### src/rtl/bpc_pkg.sv
`default_nettype none
// ----------------------------------------------------------------------------
// Block padding codec package
// Shared widths, register indexes, mode codes, the result item type and the
// memory access type used by the padding codec modules.
// ----------------------------------------------------------------------------
package bpc_pkg;

    localparam int MAX_BLOCK = 32;
    localparam int SLOT_W    = $clog2(MAX_BLOCK);
    localparam int CNT_W     = $clog2(MAX_BLOCK + 1);
    localparam int BYTE_W    = 8;
    localparam int CFG_W     = 6;
    localparam int CFG_IDX_W = 1;

    localparam logic [CFG_IDX_W-1:0] REG_MODE       = 1'd0;
    localparam logic [CFG_IDX_W-1:0] REG_BLOCK_SIZE = 1'd1;

    localparam logic MODE_PAD   = 1'b0;
    localparam logic MODE_UNPAD = 1'b1;

    localparam logic STATUS_OK  = 1'b0;
    localparam logic STATUS_BAD = 1'b1;

    localparam logic [CFG_W-1:0] BLOCK_SIZE_RESET = 6'd16;

    typedef struct packed {
        logic              valid;
        logic [BYTE_W-1:0] data;
        logic              has;
        logic              last;
        logic              status;
    } item_t;

    typedef struct packed {
        logic              we;
        logic [SLOT_W-1:0] waddr;
        logic [BYTE_W-1:0] wdata;
        logic              re;
        logic [SLOT_W-1:0] raddr;
    } ram_req_t;

    // Block size clamped to 1..MAX_BLOCK.
    function automatic logic [CNT_W-1:0] eff_block(input logic [CFG_W-1:0] size);
        logic [CNT_W-1:0] b;
        if (size == '0) begin
            b = CNT_W'(1);
        end else if (size > CFG_W'(MAX_BLOCK)) begin
            b = CNT_W'(MAX_BLOCK);
        end else begin
            b = CNT_W'(size);
        end
        return b;
    endfunction

endpackage
`default_nettype wire

### src/rtl/bpc_hold_ram.sv
`default_nettype none
// ----------------------------------------------------------------------------
// Hold buffer memory
// One write port and one read port with registered read data. A read and a
// write of the same entry in one cycle return the old contents.
// ----------------------------------------------------------------------------
module bpc_hold_ram (
    input  wire logic                         aclk,
    input  wire bpc_pkg::ram_req_t            req,
    output logic [bpc_pkg::BYTE_W-1:0]        rdata
);

    logic [bpc_pkg::BYTE_W-1:0] mem [bpc_pkg::MAX_BLOCK];
    logic [bpc_pkg::BYTE_W-1:0] rdata_reg;

    always_ff @(posedge aclk) begin
        if (req.we) begin
            mem[req.waddr] <= req.wdata;
        end
        if (req.re) begin
            rdata_reg <= mem[req.raddr];
        end
    end

    assign rdata = rdata_reg;

endmodule
`default_nettype wire

### src/rtl/bpc_out_stage.sv
`default_nettype none
// ----------------------------------------------------------------------------
// Result output register
// Holds one result item until the downstream transfer completes.
// ----------------------------------------------------------------------------
module bpc_out_stage (
    input  wire logic                          aclk,
    input  wire logic                          aresetn,
    input  wire bpc_pkg::item_t                emit,
    output logic                               out_free,
    output logic                               m_valid,
    input  wire logic                          m_ready,
    output logic [bpc_pkg::BYTE_W-1:0]         m_out_byte,
    output logic                               m_out_has_byte,
    output logic                               m_out_last,
    output logic                               m_status
);

    logic                       valid_reg;
    logic [bpc_pkg::BYTE_W-1:0] byte_reg;
    logic                       has_reg;
    logic                       last_reg;
    logic                       status_reg;

    always_ff @(posedge aclk) begin
        if (!aresetn) begin
            valid_reg <= 1'b0;
        end else if (emit.valid) begin
            valid_reg <= 1'b1;
        end else if (m_ready) begin
            valid_reg <= 1'b0;
        end
    end

    always_ff @(posedge aclk) begin
        if (emit.valid) begin
            byte_reg   <= emit.data;
            has_reg    <= emit.has;
            last_reg   <= emit.last;
            status_reg <= emit.status;
        end
    end

    assign out_free       = !valid_reg || m_ready;
    assign m_valid        = valid_reg;
    assign m_out_byte     = byte_reg;
    assign m_out_has_byte = has_reg;
    assign m_out_last     = last_reg;
    assign m_status       = status_reg;

endmodule
`default_nettype wire

### src/rtl/bpc_ctrl.sv
`default_nettype none
// ----------------------------------------------------------------------------
// Padding codec sequencer
// Holds the configuration and message counters, drives the hold buffer
// memory and sequences the padding, the padding check and the release.
// ----------------------------------------------------------------------------
module bpc_ctrl (
    input  wire logic                             aclk,
    input  wire logic                             aresetn,
    input  wire logic                             cfg_we,
    input  wire logic [bpc_pkg::CFG_IDX_W-1:0]    cfg_index,
    input  wire logic [bpc_pkg::CFG_W-1:0]        cfg_wdata,
    input  wire logic                             s_valid,
    output logic                                  s_ready,
    input  wire logic [bpc_pkg::BYTE_W-1:0]       s_data_byte,
    input  wire logic                             s_has_byte,
    input  wire logic                             s_msg_end,
    input  wire logic                             out_free,
    output bpc_pkg::item_t                        emit,
    output bpc_pkg::ram_req_t                     ram_req,
    input  wire logic [bpc_pkg::BYTE_W-1:0]       ram_rdata
);

    localparam logic [3:0] ST_IDLE    = 4'd0;
    localparam logic [3:0] ST_POP     = 4'd1;
    localparam logic [3:0] ST_PAD     = 4'd2;
    localparam logic [3:0] ST_END_RD  = 4'd3;
    localparam logic [3:0] ST_END_P   = 4'd4;
    localparam logic [3:0] ST_CMP     = 4'd5;
    localparam logic [3:0] ST_REL_RD  = 4'd6;
    localparam logic [3:0] ST_REL_OUT = 4'd7;
    localparam logic [3:0] ST_FIN     = 4'd8;

    localparam int CNT_W  = bpc_pkg::CNT_W;
    localparam int SLOT_W = bpc_pkg::SLOT_W;
    localparam int BYTE_W = bpc_pkg::BYTE_W;

    logic [3:0]              state_reg, state_next;
    logic                    mode_reg, mode_next;
    logic [bpc_pkg::CFG_W-1:0] bsize_reg, bsize_next;
    logic [SLOT_W-1:0]       ws_reg, ws_next;
    logic [CNT_W-1:0]        phase_reg, phase_next;
    logic [CNT_W-1:0]        held_reg, held_next;
    logic                    seen_reg, seen_next;
    logic                    end_pend_reg, end_pend_next;
    logic                    ok_len_reg, ok_len_next;
    logic [CNT_W-1:0]        pad_left_reg, pad_left_next;
    logic [CNT_W-1:0]        pad_val_reg, pad_val_next;
    logic [BYTE_W-1:0]       p_reg, p_next;
    logic [CNT_W-1:0]        chk_back_reg, chk_back_next;
    logic [CNT_W-1:0]        rel_left_reg, rel_left_next;
    logic [SLOT_W-1:0]       rel_slot_reg, rel_slot_next;
    logic                    fin_status_reg, fin_status_next;

    logic [CNT_W-1:0]  bs;
    logic              accept;
    logic              pop;
    logic [CNT_W-1:0]  phase_inc;
    logic [CNT_W-1:0]  phase_new;
    logic [CNT_W-1:0]  held_new;
    logic              seen_new;
    logic              ok_len;
    logic [BYTE_W-1:0] p_sel;
    logic [CNT_W-1:0]  rel_cnt;
    logic              p_in_range;

    always_comb begin
        bs        = bpc_pkg::eff_block(bsize_reg);
        s_ready   = (state_reg == ST_IDLE) && out_free;
        accept    = s_valid && s_ready;
        pop       = (mode_reg == bpc_pkg::MODE_UNPAD) && s_has_byte && (held_reg >= bs);
        phase_inc = (phase_reg + CNT_W'(1) >= bs) ? '0 : phase_reg + CNT_W'(1);
        phase_new = s_has_byte ? phase_inc : phase_reg;
        if ((mode_reg == bpc_pkg::MODE_UNPAD) && s_has_byte && !pop) begin
            held_new = held_reg + CNT_W'(1);
        end else begin
            held_new = held_reg;
        end
        seen_new   = seen_reg || s_has_byte;
        ok_len     = seen_new && (phase_new == '0) && (held_new == bs);
        p_sel      = (state_reg == ST_END_P) ? ram_rdata : p_reg;
        rel_cnt    = bs - CNT_W'(p_sel);
        p_in_range = (ram_rdata != '0) && (ram_rdata <= BYTE_W'(bs));
    end

    always_comb begin
        state_next      = state_reg;
        mode_next       = mode_reg;
        bsize_next      = bsize_reg;
        ws_next         = ws_reg;
        phase_next      = phase_reg;
        held_next       = held_reg;
        seen_next       = seen_reg;
        end_pend_next   = end_pend_reg;
        ok_len_next     = ok_len_reg;
        pad_left_next   = pad_left_reg;
        pad_val_next    = pad_val_reg;
        p_next          = p_reg;
        chk_back_next   = chk_back_reg;
        rel_left_next   = rel_left_reg;
        rel_slot_next   = rel_slot_reg;
        fin_status_next = fin_status_reg;
        emit            = '0;
        ram_req         = '0;
        ram_req.waddr   = ws_reg;
        ram_req.wdata   = s_data_byte;

        case (state_reg)
            ST_IDLE: begin
                if (accept) begin
                    if (mode_reg == bpc_pkg::MODE_PAD) begin
                        if (s_has_byte) begin
                            emit.valid = 1'b1;
                            emit.data  = s_data_byte;
                            emit.has   = 1'b1;
                        end
                        if (s_msg_end) begin
                            pad_left_next = bs - phase_new;
                            pad_val_next  = bs - phase_new;
                            phase_next    = '0;
                            seen_next     = 1'b0;
                            held_next     = '0;
                            ws_next       = '0;
                            state_next    = ST_PAD;
                        end else begin
                            phase_next = phase_new;
                            seen_next  = seen_new;
                        end
                    end else begin
                        if (s_has_byte) begin
                            ram_req.we = 1'b1;
                            ws_next    = ws_reg + SLOT_W'(1);
                        end
                        ram_req.re    = pop;
                        ram_req.raddr = ws_reg - SLOT_W'(held_reg);
                        phase_next    = phase_new;
                        held_next     = held_new;
                        seen_next     = seen_new;
                        end_pend_next = s_msg_end;
                        ok_len_next   = ok_len;
                        if (pop) begin
                            state_next = ST_POP;
                        end else if (s_msg_end) begin
                            if (ok_len) begin
                                state_next = ST_END_RD;
                            end else begin
                                fin_status_next = bpc_pkg::STATUS_BAD;
                                state_next      = ST_FIN;
                            end
                        end
                    end
                end
            end
            ST_POP: begin
                if (out_free) begin
                    emit.valid = 1'b1;
                    emit.data  = ram_rdata;
                    emit.has   = 1'b1;
                    if (!end_pend_reg) begin
                        state_next = ST_IDLE;
                    end else if (ok_len_reg) begin
                        state_next = ST_END_RD;
                    end else begin
                        fin_status_next = bpc_pkg::STATUS_BAD;
                        state_next      = ST_FIN;
                    end
                end
            end
            ST_PAD: begin
                if (out_free) begin
                    emit.valid    = 1'b1;
                    emit.data     = BYTE_W'(pad_val_reg);
                    emit.has      = 1'b1;
                    emit.last     = (pad_left_reg == CNT_W'(1));
                    pad_left_next = pad_left_reg - CNT_W'(1);
                    if (pad_left_reg == CNT_W'(1)) begin
                        state_next = ST_IDLE;
                    end
                end
            end
            ST_END_RD: begin
                ram_req.re    = 1'b1;
                ram_req.raddr = ws_reg - SLOT_W'(1);
                state_next    = ST_END_P;
            end
            ST_END_P: begin
                p_next = ram_rdata;
                if (!p_in_range) begin
                    fin_status_next = bpc_pkg::STATUS_BAD;
                    state_next      = ST_FIN;
                end else if (ram_rdata == BYTE_W'(1)) begin
                    if (rel_cnt == '0) begin
                        fin_status_next = bpc_pkg::STATUS_OK;
                        state_next      = ST_FIN;
                    end else begin
                        rel_left_next = rel_cnt;
                        rel_slot_next = ws_reg - SLOT_W'(held_reg);
                        state_next    = ST_REL_RD;
                    end
                end else begin
                    ram_req.re    = 1'b1;
                    ram_req.raddr = ws_reg - SLOT_W'(2);
                    chk_back_next = CNT_W'(2);
                    state_next    = ST_CMP;
                end
            end
            ST_CMP: begin
                if (ram_rdata != p_reg) begin
                    fin_status_next = bpc_pkg::STATUS_BAD;
                    state_next      = ST_FIN;
                end else if (BYTE_W'(chk_back_reg) == p_reg) begin
                    if (rel_cnt == '0) begin
                        fin_status_next = bpc_pkg::STATUS_OK;
                        state_next      = ST_FIN;
                    end else begin
                        rel_left_next = rel_cnt;
                        rel_slot_next = ws_reg - SLOT_W'(held_reg);
                        state_next    = ST_REL_RD;
                    end
                end else begin
                    ram_req.re    = 1'b1;
                    ram_req.raddr = ws_reg - SLOT_W'(chk_back_reg + CNT_W'(1));
                    chk_back_next = chk_back_reg + CNT_W'(1);
                end
            end
            ST_REL_RD: begin
                ram_req.re    = 1'b1;
                ram_req.raddr = rel_slot_reg;
                state_next    = ST_REL_OUT;
            end
            ST_REL_OUT: begin
                if (out_free) begin
                    emit.valid    = 1'b1;
                    emit.data     = ram_rdata;
                    emit.has      = 1'b1;
                    emit.last     = (rel_left_reg == CNT_W'(1));
                    rel_left_next = rel_left_reg - CNT_W'(1);
                    rel_slot_next = rel_slot_reg + SLOT_W'(1);
                    if (rel_left_reg == CNT_W'(1)) begin
                        ws_next    = '0;
                        phase_next = '0;
                        held_next  = '0;
                        seen_next  = 1'b0;
                        state_next = ST_IDLE;
                    end else begin
                        state_next = ST_REL_RD;
                    end
                end
            end
            ST_FIN: begin
                if (out_free) begin
                    emit.valid  = 1'b1;
                    emit.last   = 1'b1;
                    emit.status = fin_status_reg;
                    ws_next     = '0;
                    phase_next  = '0;
                    held_next   = '0;
                    seen_next   = 1'b0;
                    state_next  = ST_IDLE;
                end
            end
            default: begin
                state_next = ST_IDLE;
            end
        endcase

        // A register write aborts any message in progress.
        if (cfg_we) begin
            if (cfg_index == bpc_pkg::REG_MODE) begin
                mode_next = cfg_wdata[0];
            end else begin
                bsize_next = cfg_wdata;
            end
            ws_next    = '0;
            phase_next = '0;
            held_next  = '0;
            seen_next  = 1'b0;
            state_next = ST_IDLE;
        end
    end

    always_ff @(posedge aclk) begin
        if (!aresetn) begin
            state_reg <= ST_IDLE;
            mode_reg  <= bpc_pkg::MODE_PAD;
            bsize_reg <= bpc_pkg::BLOCK_SIZE_RESET;
            ws_reg    <= '0;
            phase_reg <= '0;
            held_reg  <= '0;
            seen_reg  <= 1'b0;
        end else begin
            state_reg <= state_next;
            mode_reg  <= mode_next;
            bsize_reg <= bsize_next;
            ws_reg    <= ws_next;
            phase_reg <= phase_next;
            held_reg  <= held_next;
            seen_reg  <= seen_next;
        end
    end

    always_ff @(posedge aclk) begin
        end_pend_reg   <= end_pend_next;
        ok_len_reg     <= ok_len_next;
        pad_left_reg   <= pad_left_next;
        pad_val_reg    <= pad_val_next;
        p_reg          <= p_next;
        chk_back_reg   <= chk_back_next;
        rel_left_reg   <= rel_left_next;
        rel_slot_reg   <= rel_slot_next;
        fin_status_reg <= fin_status_next;
    end

endmodule
`default_nettype wire

### src/rtl/block_padding_codec.sv
`default_nettype none
// A pad-mode byte appears the cycle after its transfer; padding follows one byte a cycle while
// the output is free. Unpad mode: once a block is held, each byte also emits the oldest held
// byte through ST_POP. Unpad message end: ST_END_RD and ST_END_P fetch the pad byte, ST_CMP
// checks the other pad bytes, ST_REL_RD/ST_REL_OUT release bytes; a failed check gives one result.
// Reset (aresetn, synchronous, active low) clears control state, mode = pad, block size = 16;
// the hold buffer keeps its contents and is never read before it is written.
// ----------------------------------------------------------------------------
// Block padding codec
// Byte-stream block padder and unpadder with a configurable block size, built
// around a hold buffer memory, a sequencer and an output register.
// ----------------------------------------------------------------------------
module block_padding_codec (
    input  wire logic                            aclk,
    input  wire logic                            aresetn,
    input  wire logic                            cfg_we,
    input  wire logic [bpc_pkg::CFG_IDX_W-1:0]   cfg_index,
    input  wire logic [bpc_pkg::CFG_W-1:0]       cfg_wdata,
    input  wire logic                            s_valid,
    output logic                                 s_ready,
    input  wire logic [bpc_pkg::BYTE_W-1:0]      s_data_byte,
    input  wire logic                            s_has_byte,
    input  wire logic                            s_msg_end,
    output logic                                 m_valid,
    input  wire logic                            m_ready,
    output logic [bpc_pkg::BYTE_W-1:0]           m_out_byte,
    output logic                                 m_out_has_byte,
    output logic                                 m_out_last,
    output logic                                 m_status
);

    bpc_pkg::item_t             emit;
    bpc_pkg::ram_req_t          ram_req;
    logic [bpc_pkg::BYTE_W-1:0] ram_rdata;
    logic                       out_free;

    bpc_ctrl u_ctrl (
        .aclk        (aclk),
        .aresetn     (aresetn),
        .cfg_we      (cfg_we),
        .cfg_index   (cfg_index),
        .cfg_wdata   (cfg_wdata),
        .s_valid     (s_valid),
        .s_ready     (s_ready),
        .s_data_byte (s_data_byte),
        .s_has_byte  (s_has_byte),
        .s_msg_end   (s_msg_end),
        .out_free    (out_free),
        .emit        (emit),
        .ram_req     (ram_req),
        .ram_rdata   (ram_rdata)
    );

    bpc_hold_ram u_hold_ram (
        .aclk  (aclk),
        .req   (ram_req),
        .rdata (ram_rdata)
    );

    bpc_out_stage u_out_stage (
        .aclk           (aclk),
        .aresetn        (aresetn),
        .emit           (emit),
        .out_free       (out_free),
        .m_valid        (m_valid),
        .m_ready        (m_ready),
        .m_out_byte     (m_out_byte),
        .m_out_has_byte (m_out_has_byte),
        .m_out_last     (m_out_last),
        .m_status       (m_status)
    );

endmodule
`default_nettype wire

### config.mk
export PLATFORM = sky130hd
export DESIGN_NAME = block_padding_codec
export DESIGN_NICKNAME = d
export VERILOG_FILES = /design/src/rtl/bpc_pkg.sv /design/src/rtl/bpc_hold_ram.sv /design/src/rtl/bpc_out_stage.sv /design/src/rtl/bpc_ctrl.sv /design/src/rtl/block_padding_codec.sv
export SDC_FILE = /design/constraint.sdc
export NUM_CORES = 1
export LEC_CHECK = 0
export BUFFER_PORTS_ARGS = -buffer_cell sky130_fd_sc_hd__buf_2
export CELL_PAD_IN_SITES_DETAIL_PLACEMENT = 0
export CELL_PAD_IN_SITES_GLOBAL_PLACEMENT = 2
export CORE_UTILIZATION = 46
export DETAILED_ROUTE_END_ITERATION = 8
export PLACE_DENSITY = 0.81
export SKIP_LAST_GASP = 1
export SLEW_MARGIN = 20
export SYNTH_ARGS = -nofsm -noshare
export SYNTH_HDL_FRONTEND = slang
export SYNTH_HIERARCHICAL = 1
export SYNTH_SLANG_ARGS = --single-unit
### constraint.sdc
create_clock -name aclk -period 5.5 [get_ports aclk]
set_input_delay 1.1 -clock aclk [delete_from_list [all_inputs] [get_ports aclk]]
set_output_delay 1.1 -clock aclk [all_outputs]
set_load 0.005 [all_outputs]
After elaboration in Yosys (flattened, before gate mapping)
Memories as Yosys holds them, arrays and structs flattened. A register that Yosys moved wholly into a read port is not among the register bits.
Cells that the tools add are included.
{"block": "totals", "reg_bits": 81, "latchBits": 0, "ram_bits": 256, "romBits": 0, "inputBits": 22, "wordCells": 235, "n_memories": 1}
{"name": "u_hold_ram.mem", "depth": 32, "width": 8, "rd": 1, "rd_clocked_by_memory_dff": 1, "wr": 1, "line_no": "bpc_hold_ram.sv:13", "rtl": "logic [bpc_pkg::BYTE_W-1:0] mem [bpc_pkg::MAX_BLOCK];"}
{"block": "op_classes", "add_sub_neg": 13, "mul": 0, "div": 0, "n_lt_le_gt_ge": 4, "n_eq_ne": 39, "shifts": 0, "mux": 116, "bitwise_logic": 3, "reduce_logical": 37}
{"cell": "6-bit two-way mux", "n": 35}
{"cell": "4-bit two-way mux", "n": 18}
{"cell": "5-bit two-way mux", "n": 13}
{"cell": "6-bit case mux with 3 select lines", "n": 3}
{"cell": "10-bit two-way mux", "n": 4}
{"cell": "4-bit case mux with 9 select lines", "n": 1}
{"cell": "9-bit case mux with 4 select lines", "n": 1}
{"cell": "5-bit case mux with 3 select lines", "n": 2}
{"cell": "6-bit case mux with 5 select lines", "n": 1}
{"cell": "1-bit two-way mux", "n": 28}
{"cell": "6-bit case mux with 2 select lines", "n": 2}
{"cell": "11-bit two-way mux", "n": 2}
{"cell": "2-bit by 1-bit inequality test with 1-bit output (second input constant)", "n": 11}
{"cell": "6-bit by 1-bit adder with 6-bit output (second input constant)", "n": 3}
{"cell": "6-bit logical NOT", "n": 3}
{"cell": "2-bit inequality test (second input constant)", "n": 9}
{"cell": "4-bit by 3-bit == test with 1-bit output (second input constant)", "n": 4}
{"cell": "5-bit AND reduction", "n": 3}
{"cell": "6-bit by 1-bit == test with 1-bit output (second input constant)", "n": 2}
{"cell": "6-bit >= comparator", "n": 2}
{"cell": "6-bit AND reduction", "n": 2}
{"cell": "6-bit by 1-bit subtractor with 6-bit output (second input constant)", "n": 2}
{"cell": "6-bit subtractor", "n": 2}
{"cell": "11-bit AND reduction", "n": 1}
{"cell": "36 further kinds", "n": 58}

Longest topological paths before layout
{"block": "depth", "ltp_word": 16, "depth_mapped": 18}

Hierarchy
Netlist, hierarchy kept.
{"module": "bpc_hold_ram", "n_inst": 1, "cells_per_inst": 417, "area_each_um2": 10133.5, "seq_area_each_um2": 7927.6}
{"module": "bpc_ctrl", "n_inst": 1, "cells_per_inst": 687, "area_each_um2": 5731.7, "seq_area_each_um2": 1721.7}
{"module": "bpc_out_stage", "n_inst": 1, "cells_per_inst": 15, "area_each_um2": 379.1, "seq_area_each_um2": 350.3}

Worst setup path after synthesis
No wires, ideal clock.
{"block": "synth_path", "kind": "register to register", "startpoint": "register u_ctrl/bsize_reg[5] in the netlist's numbering", "endpoint": "register u_hold_ram.rdata_reg (netlist bit u_hold_ram/rdata[0]) (read register of u_hold_ram.mem), data pin", "t_arrival_ns": 4.760, "slack_ns": 0.480, "stages_incl_launch_ff": 18, "path_buffers": 4, "path_cell_list": "dfxtp_1 > clkbuf_1 > nor2b_1 > clkbuf_1 > inv_1 > ha_1 > nand3b_1 > a21oi_1 > a211oi_1 > nor2_1 > a2111oi_0 > nand3_1 > o21ai_0 > clkbuf_1 > clkbuf_1 > mux4_2 > mux4_2 > mux2_2"}
{"element": "start: declaration", "line_no": "bpc_ctrl.sv:40", "rtl": "logic [bpc_pkg::CFG_W-1:0] bsize_reg, bsize_next;"}
{"element": "start signal: assignment", "line_no": "bpc_ctrl.sv:286", "rtl": "bsize_reg <= bpc_pkg::BLOCK_SIZE_RESET;"}
{"element": "start signal: assignment", "line_no": "bpc_ctrl.sv:294", "rtl": "bsize_reg <= bsize_next;"}
{"element": "end: declaration", "line_no": "bpc_hold_ram.sv:14", "rtl": "logic [bpc_pkg::BYTE_W-1:0] rdata_reg;"}

==> results.md <==
* 1st-pass router iterations at 6
* Total power at around 0.006 W
* Yosys reg bits at roughly 350
* Netlist cell types at 70
* Number of flops mapped to enable cells by yosys at 309
* Worst-path clk slew at around 50 ps
* Clk_lat worst skew at 530 ps
* Slew margin rel. at 35.5%
* Final Cycle Share at 91.7%
* Placeable Area at between 30,000 and 40,000 sq um
* Main combinational cell family by area after synthesis: multiplexers
* Leakage at slightly above 6 nW
* H-tree depth at 2
* Area growth from synthesis to layout at 11.4%
* Post-route DRC at 0
* Status: complete, no violations
* First-pass GRT wire length at between 50 and 60 mm
* Clock Tree Root: clkbuf_16
* Reg2Reg Setup Slack at approximately 460 ps
* Vias in the first global route at approximately 9,300
* TritonCTS Buffers at 38
* Std cell rows at slightly below 70
* Slew Limit Fails at 0
* Max FO, Critical Path at 18
* IO buf count at 34
* Worst vdd ir at between 0.3 and 0.4 mV
* Syn nets at roughly 1,200
* N_diodes at 0
* Clock Sinks at ~350
* Effective utilization at floorplan at between 40% and 50%
* Fmax at around 200 MHz
* HP Class: reg -> reg
* CP arrival at 5310 ps
* Post-DRT Antenna Nets at 0
* Clock Skews at roughly 16 ps
* Worst-margin pin slew at 963 ps
* Setup TNS at 0 ps
* Setup violations, final at 0
* PwrDens at about 330 nW/um^2
* Final cell count without fillers at ~1,600
* Critical path startpoint category: flip-flop
* Async set-reset flop share out of synthesis at 0%
* Gr usage total at around 22%
* MaxCap Viol Count at 0
* Top_reg_cell synth: edfxtp_1
* Syn Std Cell Area at ~16,000 sq um
* Die X at between 150 and 200 um
* Worst path required time at 5770 ps
* Fin nets at between 1,000 and 1,500
* DP Wirelength at between 20 and 30 mm
* Via count at around 9,600
* Final wirelength at 38.9 mm
* Die Area at about 36,000 sq um
* Synth Area in Adders at between 4 and 5%
* Synth Area in Simple Gates at between 8 and 9%
* Layout cell share with drive strength beyond 1 at 17.9%
* YS warnings at 6
* Synthesized area per cell at approximately 15 sq um
* Post-Synthesis Cells at roughly 1,100
* Crit path capture type: flip-flop
* 1st-iter DRT viols at 973
* CTS tree: done
* Placed insts at about 1,600
* Post-synthesis sequential area ratio at between 60% and 70%
* GRT overflow at 0
* Synth Area in XOR/XNOR at approximately 3.6%
* Area of the multi-input gates at just under 6000 sq um
* Worst hold slack at roughly 480 ps
* Avg Vias per Cell at 5.84
* Fillers at between 2,000 and 3,000
* Routability congestion estimate at ~0.87
* Unrepaired setup endpoints after global routing: no
* CTS Buffer Depth at 3
* Largest net degree at the start of global routing at 36
* Compound-Gate Fraction of Synth Area at about 6.7%
* IO Pins at 35
* Number of flip-flops in the largest register at 256
* Antenna violations before repair at 0
* Wirelength per Cell at 23.7 um
* Min Tclk post-route at ~5000 ps
* Die height at between 150 and 200 um
* Most flops, register: u_hold_ram/mem
* Register Area at 10000 sq um
* Fin. Hold Viols at 0
* Crit Path Class: reg -> reg
* Mux cell area share after synthesis at between 10% and 20%
worst paths after layout:
kind                                          start             endpoint  depth (start not counted)
worst max-delay path            u_ctrl/bsize_reg[5]  u_hold_ram/rdata[7]                         14
worst min-delay path            u_ctrl/bsize_reg[1]  u_ctrl/bsize_reg[1]                          2
worst max register to register  u_ctrl/bsize_reg[5]  u_hold_ram/rdata[7]                         14
worst min register to register  u_ctrl/bsize_reg[1]  u_ctrl/bsize_reg[1]                          2
what timing repair did:
item	CTS	global route
endpoints found under the setup margin	0	8
hold buffers	0	0
buffers inserted	0	5
gates resized for setup	0	1
power breakdown:
group	total [W]	switching, W	internal (W)
combinational	0.000573	0.000348	0.000225
clock	0.00235	0.000984	0.00136
sequential	0.00298	0.0000474	0.00293
total	0.00590	0.00138	0.00452
through the flow:
step / util (%) / setup WS (ps) / instance area (sq um)
4_1_cts: 52.1 / 209 / 18000
6_report: 52.3 / 456 / 18100
3_3_place_gp: 48.8 / 481 / 16900
2_1_floorplan: - / 480 / 16200
5_1_grt: 52.3 / 51.3 / 18100
3_5_place_dp: 48.8 / 232 / 16900
critical path: stages (launching register included):
cell	delay, ps
dfxtp_1	470
inv_1	180
nand2_1	230
ha_1	300
a21oi_1	150
a21oi_1	80
a211oi_1	200
nor2_1	70
a2111oi_1	580
nand3_1	400
o21ai_4	590
buf_4	390
mux4_2	360
mux4_2	500
mux2_2	280
cells by family after synthesis:
kind of cell / Yosys count
and+or+nand+nor: 298
xor gates and xnor gates: 66
muxes: 94
DFF: 345
buffers and inverters: 104
AOI/OAI and AO/OA: 159
adders and majority gates: 53
cells in the final DEF (no fill, tap or decap), types with 34 or more instances in the layout:
| cell | Yosys | routed |
|---|---|---|
| mux4_2 | 80 | 80 |
| nor2_1 | 97 | 97 |
| clkbuf_16 | 0 | 39 |
| edfxtp_1 | 309 | 309 |
| inv_1 | 50 | 50 |
| buf_2 | 3 | 34 |
| ha_1 | 49 | 49 |
| a21oi_1 | 40 | 40 |
| dfxtp_1 | 36 | 36 |
| nand2_1 | 77 | 77 |
| xnor2_1 | 34 | 34 |
final cells by class:
class,count,area share (%)
flip-flops and latches,345,55.3
multi-input cells,670,31.9
clock buffers,51,5.70
well taps,455,3.15
repair buffers,60,2.35
inverters,50,1.04
clock inverters,14,0.574
synthesized netlist by cell type (24+ instances only):
cell / n / area, sq um
a21oi_1: 40 / 200
clkbuf_1: 24 / 90.1
dfxtp_1: 36 / 721
edfxtp_1: 309 / 9280
ha_1: 49 / 613
inv_1: 50 / 188
mux4_2: 80 / 1800
nand2_1: 77 / 289
nand3_1: 28 / 140
nor2_1: 97 / 364
o21ai_0: 30 / 150
xnor2_1: 34 / 298
xor2_1: 32 / 280
routing by layer:
metal	vias up	part of all wire (%)	GRT usage (%)
met3	41	7.5	4.32
li1	4383	-	-
met2	346	44	31.8
met5	-	0	0
met1	4832	48	35.1
met4	0	1.4	4.93
Note: power is estimated with default switching activity, not from simulation.
